`config.mk`:
```
export PLATFORM = sky130hd
export DESIGN_NAME = crc_frame_link_monitor
export DESIGN_NICKNAME = d
export VERILOG_FILES = /design/src/rtl/cflm_pkg.sv /design/src/rtl/cflm_frame_stage.sv /design/src/rtl/cflm_avg_div.sv /design/src/rtl/crc_frame_link_monitor.sv
export SDC_FILE = /design/constraint.sdc
export NUM_CORES = 2
export LEC_CHECK = 0
export BUFFER_PORTS_ARGS = -buffer_cell sky130_fd_sc_hd__buf_2
export CAP_MARGIN = 20
export CELL_PAD_IN_SITES_DETAIL_PLACEMENT = 1
export CELL_PAD_IN_SITES_GLOBAL_PLACEMENT = 2
export CORE_MARGIN = 5
export CORE_UTILIZATION = 43
export CTS_CLUSTER_DIAMETER = 50
export CTS_CLUSTER_SIZE = 30
export DETAILED_ROUTE_END_ITERATION = 10
export PLACE_DENSITY_LB_ADDON = 0.25
export SETUP_SLACK_MARGIN = 0.4
export SYNTH_ARGS = -nofsm -noshare
export SYNTH_HDL_FRONTEND = slang
export SYNTH_SLANG_ARGS = --single-unit
```
`constraint.sdc`:
```
create_clock -name clk -period 16 [get_ports clk]
set_input_delay 3.2 -clock clk [delete_from_list [all_inputs] [get_ports clk]]
set_output_delay 3.2 -clock clk [all_outputs]
set_load 0.02 [all_outputs]
```
`src/rtl/cflm_pkg.sv`:
```
// Shared types, constants and the CRC byte fold for the frame link monitor.
`default_nettype none

package cflm_pkg;

    // Operation codes carried by each input word.
    typedef enum logic [1:0] {
        OP_BYTE = 2'd0,
        OP_TICK = 2'd1,
        OP_SLOT = 2'd2
    } op_t;

    // Configuration register indexes.
    localparam logic [1:0] REG_RX_TIMEOUT   = 2'd0;
    localparam logic [1:0] REG_MAX_BAD      = 2'd1;
    localparam logic [1:0] REG_CONN_TIMEOUT = 2'd2;

    localparam logic [15:0] RX_TIMEOUT_RESET   = 16'd2000;
    localparam logic [2:0]  MAX_BAD_RESET      = 3'd5;
    localparam logic [15:0] CONN_TIMEOUT_RESET = 16'd500;

    localparam logic [15:0] CRC_INIT = 16'hFFFF;
    localparam logic [15:0] CRC_POLY = 16'h1021;

    localparam logic [15:0] PING_WRAP = 16'd65000;

    // Division by five of a 35-bit value: 2^16 = 5 * 13107 + 1, so the top part
    // folds into a 20-bit remainder sum, which a reciprocal multiply finishes.
    localparam logic [13:0] DIV5_SPLIT = 14'd13107;
    localparam logic [21:0] DIV5_RECIP = 22'd838861;

    typedef struct packed {
        logic [15:0] rx_timeout;
        logic [2:0]  max_bad;
        logic [15:0] conn_timeout;
    } cfg_t;

    typedef struct packed {
        logic        frame_done;
        logic        crc_ok;
        logic        recovery_done;
        logic        connected;
        logic [31:0] since_last_receive;
        logic [31:0] round_trip;
        logic [31:0] min_round_trip;
        logic [31:0] max_round_trip;
        logic [31:0] crc_error_count;
        logic [31:0] recovery_tally;
        logic [15:0] ping_seq_number;
    } status_t;

    // Request to the averaging stage.
    typedef struct packed {
        logic        update;
        logic        direct;
        logic [31:0] rtt;
        logic [34:0] dividend;
    } avg_req_t;

    function automatic logic [15:0] crc_fold(input logic [15:0] crc, input logic [7:0] data);
        logic [15:0] c;
        c = crc ^ {data, 8'h00};
        for (int k = 0; k < 8; k++) begin
            if (c[15])
                c = {c[14:0], 1'b0} ^ CRC_POLY;
            else
                c = {c[14:0], 1'b0};
        end
        return c;
    endfunction

endpackage

`default_nettype wire

```
`src/rtl/cflm_frame_stage.sv`:
```
// Framing, CRC check, timers, counters and round-trip statistics for one word.
`default_nettype none

module cflm_frame_stage #(
    parameter int PAYLOAD_FLOATS   = 7,
    parameter int PING_FLOAT_INDEX = 6
) (
    input  logic               clk,
    input  logic               rst_n,
    input  logic               load,
    input  logic [1:0]         operation,
    input  logic [7:0]         data_byte,
    input  cflm_pkg::cfg_t     cfg,
    input  logic [31:0]        avg_cur,
    output cflm_pkg::status_t  status_next,
    output cflm_pkg::avg_req_t req_next
);
    import cflm_pkg::*;

    localparam int PAYLOAD_BYTES = 4 * PAYLOAD_FLOATS;
    localparam int POS_W         = $clog2(PAYLOAD_BYTES + 2);
    localparam int PING_BASE     = 4 * PING_FLOAT_INDEX;
    localparam bit PING_IN       = PING_FLOAT_INDEX < PAYLOAD_FLOATS;
    localparam logic [POS_W-1:0] POS_CRC_LO = POS_W'(PAYLOAD_BYTES);
    localparam logic [POS_W-1:0] POS_LAST   = POS_W'(PAYLOAD_BYTES + 1);

    logic [POS_W-1:0] pos_reg, pos_next;
    logic [15:0] crc_reg, crc_next;
    logic [31:0] ping_reg, ping_next;
    logic [7:0]  rx_lo_reg, rx_lo_next;
    logic [31:0] now_reg, now_next;
    logic [31:0] since_reg, since_next;
    logic        rx_seen_reg, rx_seen_next;
    logic [31:0] rtt_run_reg, rtt_run_next;
    logic [2:0]  bad_run_reg, bad_run_next;
    logic [31:0] rtt_latest_reg, rtt_latest_next;
    logic [31:0] rtt_min_reg, rtt_min_next;
    logic [31:0] rtt_max_reg, rtt_max_next;
    logic [31:0] fail_total_reg, fail_total_next;
    logic [31:0] rec_total_reg, rec_total_next;
    logic [15:0] ping_cnt_reg, ping_cnt_next;

    logic        frame_done;
    logic        crc_ok;
    logic        recovered;
    logic        rtt_update;
    logic [2:0]  bad_run_inc;

    always_comb
    begin
        pos_next        = pos_reg;
        crc_next        = crc_reg;
        ping_next       = ping_reg;
        rx_lo_next      = rx_lo_reg;
        now_next        = now_reg;
        since_next      = since_reg;
        rx_seen_next    = rx_seen_reg;
        rtt_run_next    = rtt_run_reg;
        bad_run_next    = bad_run_reg;
        rtt_latest_next = rtt_latest_reg;
        rtt_min_next    = rtt_min_reg;
        rtt_max_next    = rtt_max_reg;
        fail_total_next = fail_total_reg;
        rec_total_next  = rec_total_reg;
        ping_cnt_next   = ping_cnt_reg;
        frame_done      = 1'b0;
        crc_ok          = 1'b0;
        recovered       = 1'b0;
        rtt_update      = 1'b0;
        bad_run_inc     = bad_run_reg + 3'd1;

        unique case (operation)
            OP_BYTE:
            begin
                if (pos_reg == '0)
                    ping_next = '0;
                if (pos_reg < POS_CRC_LO)
                begin
                    crc_next = crc_fold(crc_reg, data_byte);
                    for (int j = 0; j < 4; j++)
                    begin
                        if (PING_IN && pos_reg == POS_W'(PING_BASE + j))
                            ping_next[8*j +: 8] = data_byte;
                    end
                    pos_next = pos_reg + POS_W'(1);
                end
                else if (pos_reg == POS_CRC_LO)
                begin
                    rx_lo_next = data_byte;
                    pos_next   = pos_reg + POS_W'(1);
                end
                else
                begin
                    frame_done = 1'b1;
                    if ({data_byte, rx_lo_reg} == crc_reg)
                    begin
                        crc_ok       = 1'b1;
                        rtt_update   = |ping_reg[30:0];
                        bad_run_next = '0;
                        since_next   = '0;
                        // A frame stamped at time zero still reads as never received.
                        rx_seen_next = |now_reg;
                    end
                    else
                    begin
                        fail_total_next = fail_total_reg + 32'd1;
                        bad_run_next    = bad_run_inc;
                        recovered       = bad_run_inc >= cfg.max_bad;
                    end
                    pos_next = '0;
                    crc_next = CRC_INIT;
                end
            end
            OP_TICK:
            begin
                now_next     = now_reg + 32'd1;
                since_next   = since_reg + 32'd1;
                rtt_run_next = rtt_run_reg + 32'd1;
            end
            OP_SLOT:
            begin
                recovered     = rx_seen_reg && (since_reg > {16'd0, cfg.rx_timeout});
                ping_cnt_next = (ping_cnt_reg >= PING_WRAP) ? 16'd1 : ping_cnt_reg + 16'd1;
                rtt_run_next  = '0;
            end
            default:
            begin
            end
        endcase

        if (recovered)
        begin
            rec_total_next = rec_total_reg + 32'd1;
            bad_run_next   = '0;
            pos_next       = '0;
            crc_next       = CRC_INIT;
        end

        if (rtt_update)
        begin
            rtt_latest_next = rtt_run_reg;
            if (rtt_min_reg == '0 || rtt_run_reg < rtt_min_reg)
                rtt_min_next = rtt_run_reg;
            if (rtt_run_reg > rtt_max_reg)
                rtt_max_next = rtt_run_reg;
        end
    end

    always_comb
    begin
        status_next.frame_done         = frame_done;
        status_next.crc_ok             = crc_ok;
        status_next.recovery_done      = recovered;
        status_next.connected          = rx_seen_next &&
                                         (since_next <= {16'd0, cfg.conn_timeout});
        status_next.since_last_receive = rx_seen_next ? since_next : '1;
        status_next.round_trip         = rtt_latest_next;
        status_next.min_round_trip     = rtt_min_next;
        status_next.max_round_trip     = rtt_max_next;
        status_next.crc_error_count    = fail_total_next;
        status_next.recovery_tally     = rec_total_next;
        status_next.ping_seq_number    = ping_cnt_next;

        req_next.update   = rtt_update;
        req_next.direct   = avg_cur == '0;
        req_next.rtt      = rtt_run_reg;
        req_next.dividend = {1'b0, avg_cur, 2'b00} + {3'b000, rtt_run_reg};
    end

    always_ff @(posedge clk or negedge rst_n)
    begin
        if (!rst_n)
        begin
            pos_reg        <= '0;
            crc_reg        <= CRC_INIT;
            ping_reg       <= '0;
            rx_lo_reg      <= '0;
            now_reg        <= '0;
            since_reg      <= '0;
            rx_seen_reg    <= 1'b0;
            rtt_run_reg    <= '0;
            bad_run_reg    <= '0;
            rtt_latest_reg <= '0;
            rtt_min_reg    <= '0;
            rtt_max_reg    <= '0;
            fail_total_reg <= '0;
            rec_total_reg  <= '0;
            ping_cnt_reg   <= '0;
        end
        else if (load)
        begin
            pos_reg        <= pos_next;
            crc_reg        <= crc_next;
            ping_reg       <= ping_next;
            rx_lo_reg      <= rx_lo_next;
            now_reg        <= now_next;
            since_reg      <= since_next;
            rx_seen_reg    <= rx_seen_next;
            rtt_run_reg    <= rtt_run_next;
            bad_run_reg    <= bad_run_next;
            rtt_latest_reg <= rtt_latest_next;
            rtt_min_reg    <= rtt_min_next;
            rtt_max_reg    <= rtt_max_next;
            fail_total_reg <= fail_total_next;
            rec_total_reg  <= rec_total_next;
            ping_cnt_reg   <= ping_cnt_next;
        end
    end

`ifndef SYNTHESIS
    a_pos_range: assert property (@(posedge clk) disable iff (!rst_n)
        pos_reg <= POS_LAST)
        else $error("byte position beyond the end of the frame");

    a_ok_needs_done: assert property (@(posedge clk) disable iff (!rst_n)
        status_next.crc_ok |-> status_next.frame_done)
        else $error("CRC match flagged without a completed frame");

    a_recovery_restarts: assert property (@(posedge clk) disable iff (!rst_n)
        (load && status_next.recovery_done) |=> (pos_reg == '0 && bad_run_reg == '0))
        else $error("recovery did not restart framing");
`endif

endmodule

`default_nettype wire

```
`src/rtl/cflm_avg_div.sv`:
```
// Running round-trip average: floor((4*avg + rtt) / 5) by constant division, or rtt itself while avg is zero.
`default_nettype none

module cflm_avg_div (
    input  logic               clk,
    input  logic               rst_n,
    input  logic               load,
    input  cflm_pkg::avg_req_t req,
    output logic [31:0]        avg
);
    import cflm_pkg::*;

    logic [31:0] avg_reg, avg_next;
    logic [18:0] x_hi;
    logic [15:0] x_lo;
    logic [19:0] fold_sum;
    logic [41:0] fold_prod;
    logic [32:0] hi_part;
    logic [32:0] quotient;

    always_comb
    begin
        x_hi      = req.dividend[34:16];
        x_lo      = req.dividend[15:0];
        fold_sum  = {1'b0, x_hi} + {4'd0, x_lo};
        fold_prod = {22'd0, fold_sum} * {20'd0, DIV5_RECIP};
        hi_part   = {14'd0, x_hi} * {19'd0, DIV5_SPLIT};
        quotient  = hi_part + {13'd0, fold_prod[41:22]};
        if (req.direct)
            avg_next = req.rtt;
        else
            avg_next = quotient[31:0];
    end

    always_ff @(posedge clk or negedge rst_n)
    begin
        if (!rst_n)
            avg_reg <= '0;
        else if (load && req.update)
            avg_reg <= avg_next;
    end

    assign avg = avg_reg;

endmodule

`default_nettype wire

```
`src/rtl/crc_frame_link_monitor.sv`:
```
// Top level of the frame link monitor: handshakes, configuration and pipeline registers.
`default_nettype none

// The monitor takes one word per clock: a received frame byte, a millisecond
// tick or a transmit slot, and returns exactly one status word for each. Each
// word passes three registers (input, status, result), in that order, before
// its status word is presented at the outputs, and a new word is accepted in
// every cycle that the result side keeps draining. The first stage
// does the framing, the byte-wide CRC-16/CCITT-FALSE fold, the timers, the
// counters and the round-trip minimum and maximum; the second stage divides the
// running average by five with a constant reciprocal and writes the average
// register. Back-to-back average updates cannot collide, as two completed
// frames are at least six bytes apart. Configuration is taken through a plain
// write port and must only be written while the block is idle. Times are kept
// as elapsed counters that ticks advance, which gives the same wrapping
// arithmetic as absolute time stamps.
module crc_frame_link_monitor #(
    parameter int PAYLOAD_FLOATS   = 7,
    parameter int PING_FLOAT_INDEX = 6
) (
    input  logic        clk,
    input  logic        rst_n,
    input  logic        cfg_write_en,
    input  logic [1:0]  cfg_index,
    input  logic [15:0] cfg_data,
    input  logic        in_valid,
    output logic        in_ready,
    input  logic [1:0]  operation,
    input  logic [7:0]  data_byte,
    output logic        out_valid,
    input  logic        out_ready,
    output logic        frame_done,
    output logic        crc_ok,
    output logic        recovery_done,
    output logic        connected,
    output logic [31:0] since_last_receive,
    output logic [31:0] round_trip,
    output logic [31:0] min_round_trip,
    output logic [31:0] max_round_trip,
    output logic [31:0] avg_round_trip,
    output logic [31:0] crc_error_count,
    output logic [31:0] recovery_tally,
    output logic [15:0] ping_seq_number
);
    import cflm_pkg::*;

    cfg_t cfg_reg;

    // Input register.
    logic        in_valid_reg;
    logic [1:0]  in_op_reg;
    logic [7:0]  in_byte_reg;

    // Status register, between the two stages.
    logic        mid_valid_reg;
    status_t     mid_status_reg;
    avg_req_t    mid_req_reg;

    // Result register.
    logic        out_valid_reg;
    status_t     out_status_reg;

    status_t     status_next;
    avg_req_t    req_next;
    logic [31:0] avg_value;

    logic        in_load;
    logic        mid_load;
    logic        out_load;

    // Each register loads when it is empty or its contents move on.
    assign out_load = mid_valid_reg && (!out_valid_reg || out_ready);
    assign mid_load = in_valid_reg && (!mid_valid_reg || out_load);
    assign in_ready = !in_valid_reg || mid_load;
    assign in_load  = in_valid && in_ready;

    always_ff @(posedge clk or negedge rst_n)
    begin
        if (!rst_n)
        begin
            cfg_reg.rx_timeout   <= RX_TIMEOUT_RESET;
            cfg_reg.max_bad      <= MAX_BAD_RESET;
            cfg_reg.conn_timeout <= CONN_TIMEOUT_RESET;
        end
        else if (cfg_write_en)
        begin
            unique case (cfg_index)
                REG_RX_TIMEOUT:   cfg_reg.rx_timeout   <= cfg_data;
                REG_MAX_BAD:      cfg_reg.max_bad      <= cfg_data[2:0];
                REG_CONN_TIMEOUT: cfg_reg.conn_timeout <= cfg_data;
                default:
                begin
                end
            endcase
        end
    end

    always_ff @(posedge clk or negedge rst_n)
    begin
        if (!rst_n)
        begin
            in_valid_reg  <= 1'b0;
            mid_valid_reg <= 1'b0;
            out_valid_reg <= 1'b0;
        end
        else
        begin
            in_valid_reg  <= in_load || (in_valid_reg && !mid_load);
            mid_valid_reg <= mid_load || (mid_valid_reg && !out_load);
            out_valid_reg <= out_load || (out_valid_reg && !out_ready);
        end
    end

    always_ff @(posedge clk)
    begin
        if (in_load)
        begin
            in_op_reg   <= operation;
            in_byte_reg <= data_byte;
        end
        if (mid_load)
        begin
            mid_status_reg <= status_next;
            mid_req_reg    <= req_next;
        end
        if (out_load)
            out_status_reg <= mid_status_reg;
    end

    cflm_frame_stage #(
        .PAYLOAD_FLOATS   (PAYLOAD_FLOATS),
        .PING_FLOAT_INDEX (PING_FLOAT_INDEX)
    ) u_frame_stage (
        .clk         (clk),
        .rst_n       (rst_n),
        .load        (mid_load),
        .operation   (in_op_reg),
        .data_byte   (in_byte_reg),
        .cfg         (cfg_reg),
        .avg_cur     (avg_value),
        .status_next (status_next),
        .req_next    (req_next)
    );

    // The average register loads together with the result register, so it
    // always matches the word on show.
    cflm_avg_div u_avg_div (
        .clk   (clk),
        .rst_n (rst_n),
        .load  (out_load),
        .req   (mid_req_reg),
        .avg   (avg_value)
    );

    assign out_valid          = out_valid_reg;
    assign frame_done         = out_status_reg.frame_done;
    assign crc_ok             = out_status_reg.crc_ok;
    assign recovery_done      = out_status_reg.recovery_done;
    assign connected          = out_status_reg.connected;
    assign since_last_receive = out_status_reg.since_last_receive;
    assign round_trip         = out_status_reg.round_trip;
    assign min_round_trip     = out_status_reg.min_round_trip;
    assign max_round_trip     = out_status_reg.max_round_trip;
    assign avg_round_trip     = avg_value;
    assign crc_error_count    = out_status_reg.crc_error_count;
    assign recovery_tally     = out_status_reg.recovery_tally;
    assign ping_seq_number    = out_status_reg.ping_seq_number;

`ifndef SYNTHESIS
    a_no_avg_collision: assert property (@(posedge clk) disable iff (!rst_n)
        (mid_valid_reg && mid_req_reg.update && in_valid_reg) |-> !req_next.update)
        else $error("two average updates in flight at once");
`endif

endmodule

`default_nettype wire
```
==> metrics.yaml <==
worst_setup_path:
  rrSetupSlack_ps: 1360
  crit_path_top_delay_cell: "nor4_1"
  crit_buf_inv: 9
  critPathKind: "register to register"
  critPathLaunchType: "register"
  cp-end-kind: "register"
  crit_arrival_ps: 15200
  crit_fanout: 8
  rr_worst_depth: 50
  timing.rr.end: "u_avg_div.avg[29]$_DFFE_PN0P_"
  r2r_start: "mid_req_reg[16]$_DFFE_PP_"
  required_ps: 16550
  cpPeakStageDelay_ps: 590
  critPathTopFamily: "adder cells"
  path_common_cell: "fa_1"
timing:
  finalClockSkew_ps: 52.53
  maxSlewViolCount: 0
  maxSlewHeadroom_pct: 26.33
  hold_viol_final: 0
  finalCriticalPeriod_ps: 14640
  tightest_slew_ps: 1105
  setup_viol: 0
  fin_crit_sh_pct: 91.52
  rsz0062_at_grt: "false"
  final.setup.tns_ps: 0
  max_freq_mhz: 68.29
logic_synthesis:
  synthCells: 4573
  syn_nets: 5333
  synth_cell_types: 82
  async_reset_ff_share_pct: 44.76
  synth_area_um2: 53390
  ys_warn_count: 0
  synth.avg_cell_area_um2: 11.67
  synth-seq-area-share_pct: 47.28
  synth-main-ff-cell: "edfxtp_1"
  ys_seq_elements: 907
  synth_edf_count: 501
detailed_routing:
  vias: 35030
  postRouteWirelength_um: 147300
  drt_iter0_drc: 1743
  wl_per_cell_um: 22.30
  dr.pass1.iters: 5
  drt-vias-per-instance: 5.303
  ant_nets: 0
  drc_errors: 0
clocking:
  cts.path.max_buffers: 3
  cts_sinks: 907
  cts_tree: "done"
  hold_buffers: 0
  cts_max_level: 3
  clkLatencyLatePin_ps: 700
  post_cts_buffers: 0
  root_buffer: "clkbuf_16"
  path_clk_slew_ps: 90
  cts-resized-gates: 0
  cts_buffers: 94
cells_and_area:
  nets: 5645
  syn_to_final_growth_pct: 12.88
  fin_util_pct: 48.81
  multi_input_area_um2: 25460
  seq_area_um2: 25240
  largest_register_ffs: 212
  fillers: 13050
  drive_gt1_share_pct: 14.04
worst_hold_path:
  min_path_cells: 0
  whs_endpoint: "min_round_trip[25]$_DFFE_PP_"
  hp-class: "register to register"
  worstHoldStart: "mid_status_reg[137]$_DFFE_PP_"
floorplan:
  row_count: 129
  die_w_um: 362.4
  initial_core_util_pct: 43.24
  core_um2: 123500
  die_h_um: 362.4
  pin_count: 279
  design.die.area_um2: 131300
job:
  cap_violations: 0
global_routing:
  grt_max_degree: 156
  grt_pass1_wl_um: 228800
  antenna_found_initial: 5
  first_global_vias: 38250
  track_usage_pct: 22.43
  grt_overflow: 0
placement:
  hpwl_um: 111800
  place_congestion: 0.8587
  io_buffers: 278
status:
  status: "finished, final reports clean"
## synthesized netlist by cell type, types with 33 or more instances
library cell,count,area share (%)
a22o_1,38,0.62
nand2_1,376,2.6
a21oi_1,114,1.1
o21a_1,33,0.46
nand4_1,73,0.86
mux2_1,54,1.1
edfxtp_1,501,28
nor2_1,201,1.4
and3_1,63,0.74
dfrtp_1,376,18
nor4_1,50,0.59
ha_1,490,11
o21ai_0,139,1.3
fa_1,237,8.9
a21o_1,101,1.4
inv_1,598,4.2
mux2_2,126,2.7
nand3_1,99,0.93
clkbuf_1,89,0.63
xor2_1,176,2.9
xnor2_1,188,3.1
nor3_1,62,0.58
## routing by layer
| metal | share of wire (%) | GRT usage, % | vias up | wire (um) |
|---|---|---|---|---|
| met5 | 0 | 0 | - | 0 |
| met4 | 2.8 | 6.569 | 0 | 4109 |
| met3 | 3.8 | 3.300 | 171 | 5586 |
| met2 | 50 | 39.40 | 508 | 74270 |
| met1 | 43 | 28.90 | 17900 | 63330 |
| li1 | - | - | 16450 | - |
## cells by family after synthesis
group,count (synthesis),share of synthesized area (%)
AND/OR/NAND/NOR,1046,9.346
flip-flops,907,47.28
buffers and inverters,720,5.168
XOR/XNOR,368,6.093
AO/OA/AOI/OAI,600,7.476
multiplexers,205,4.265
adder cells (fa/ha/maj),727,20.37
## layout by cell type (no fill, tap or decap), drive strengths merged, types with 14 or more instances in the layout
master / instances
o31ai: 16
clkinv: 24
mux2: 180
xnor2: 192
o21ai: 144
nand4: 73
a2bb2oi: 14
a211oi: 17
a31oi: 15
clkbuf: 107
nor3: 63
or3: 19
dfstp: 30
edfxtp: 501
nand2b: 24
a21o: 101
a21oi: 114
fa: 237
nor2: 203
o21a: 33
buf: 337
and3: 63
nand3: 99
ha: 490
xor2: 176
a22o: 38
nor2b: 20
mux2i: 25
dfrtp: 376
a22oi: 30
nand2: 376
inv: 637
nor4: 51
and2: 16
## cell type report
class                   instances  area share [%]
flip-flops and latches        907           41.88
repair buffers                337           3.102
diodes                          2        0.008305
clock inverters                70           1.516
well taps                    1637           3.399
multi-input cells            2946           42.24
clock buffers                 107           4.105
inverters                     599           3.743
## how the worst max path moves through the flow
stage / from / depth (start not counted) / endpoint
global route: mid_req_reg[16]$_DFFE_PP_ / 50 / u_avg_div.avg[29]$_DFFE_PN0P_
finish: mid_req_reg[16]$_DFFE_PP_ / 50 / u_avg_div.avg[29]$_DFFE_PN0P_
floorplan: mid_req_reg[16]$_DFFE_PP_ / 49 / u_avg_div.avg[29]$_DFFE_PN0P_
detailed placement: mid_req_reg[16]$_DFFE_PP_ / 50 / u_avg_div.avg[29]$_DFFE_PN0P_
CTS: mid_req_reg[16]$_DFFE_PP_ / 50 / u_avg_div.avg[29]$_DFFE_PN0P_
global placement: mid_req_reg[16]$_DFFE_PP_ / 50 / u_avg_div.avg[29]$_DFFE_PN0P_
## stage by stage
step | instance area [um^2] | cells | setup slack [ps] | hold WS (ps)
floorplan | 53390 | 4573 | 2980 | 400.3
global placement | 56870 | 6426 | 1710 | 400.4
detailed placement | 56870 | 6426 | 1298 | 405.6
CTS | 60260 | 6603 | 1222 | 392.0
global route | 60260 | 6603 | 613.8 | 392.2
finish | 60270 | 6605 | 1358 | 393.0
Power is left out: the tool's default activity adds up to more than one toggle a clock period on the data nets, which glitch-free logic cannot reach.
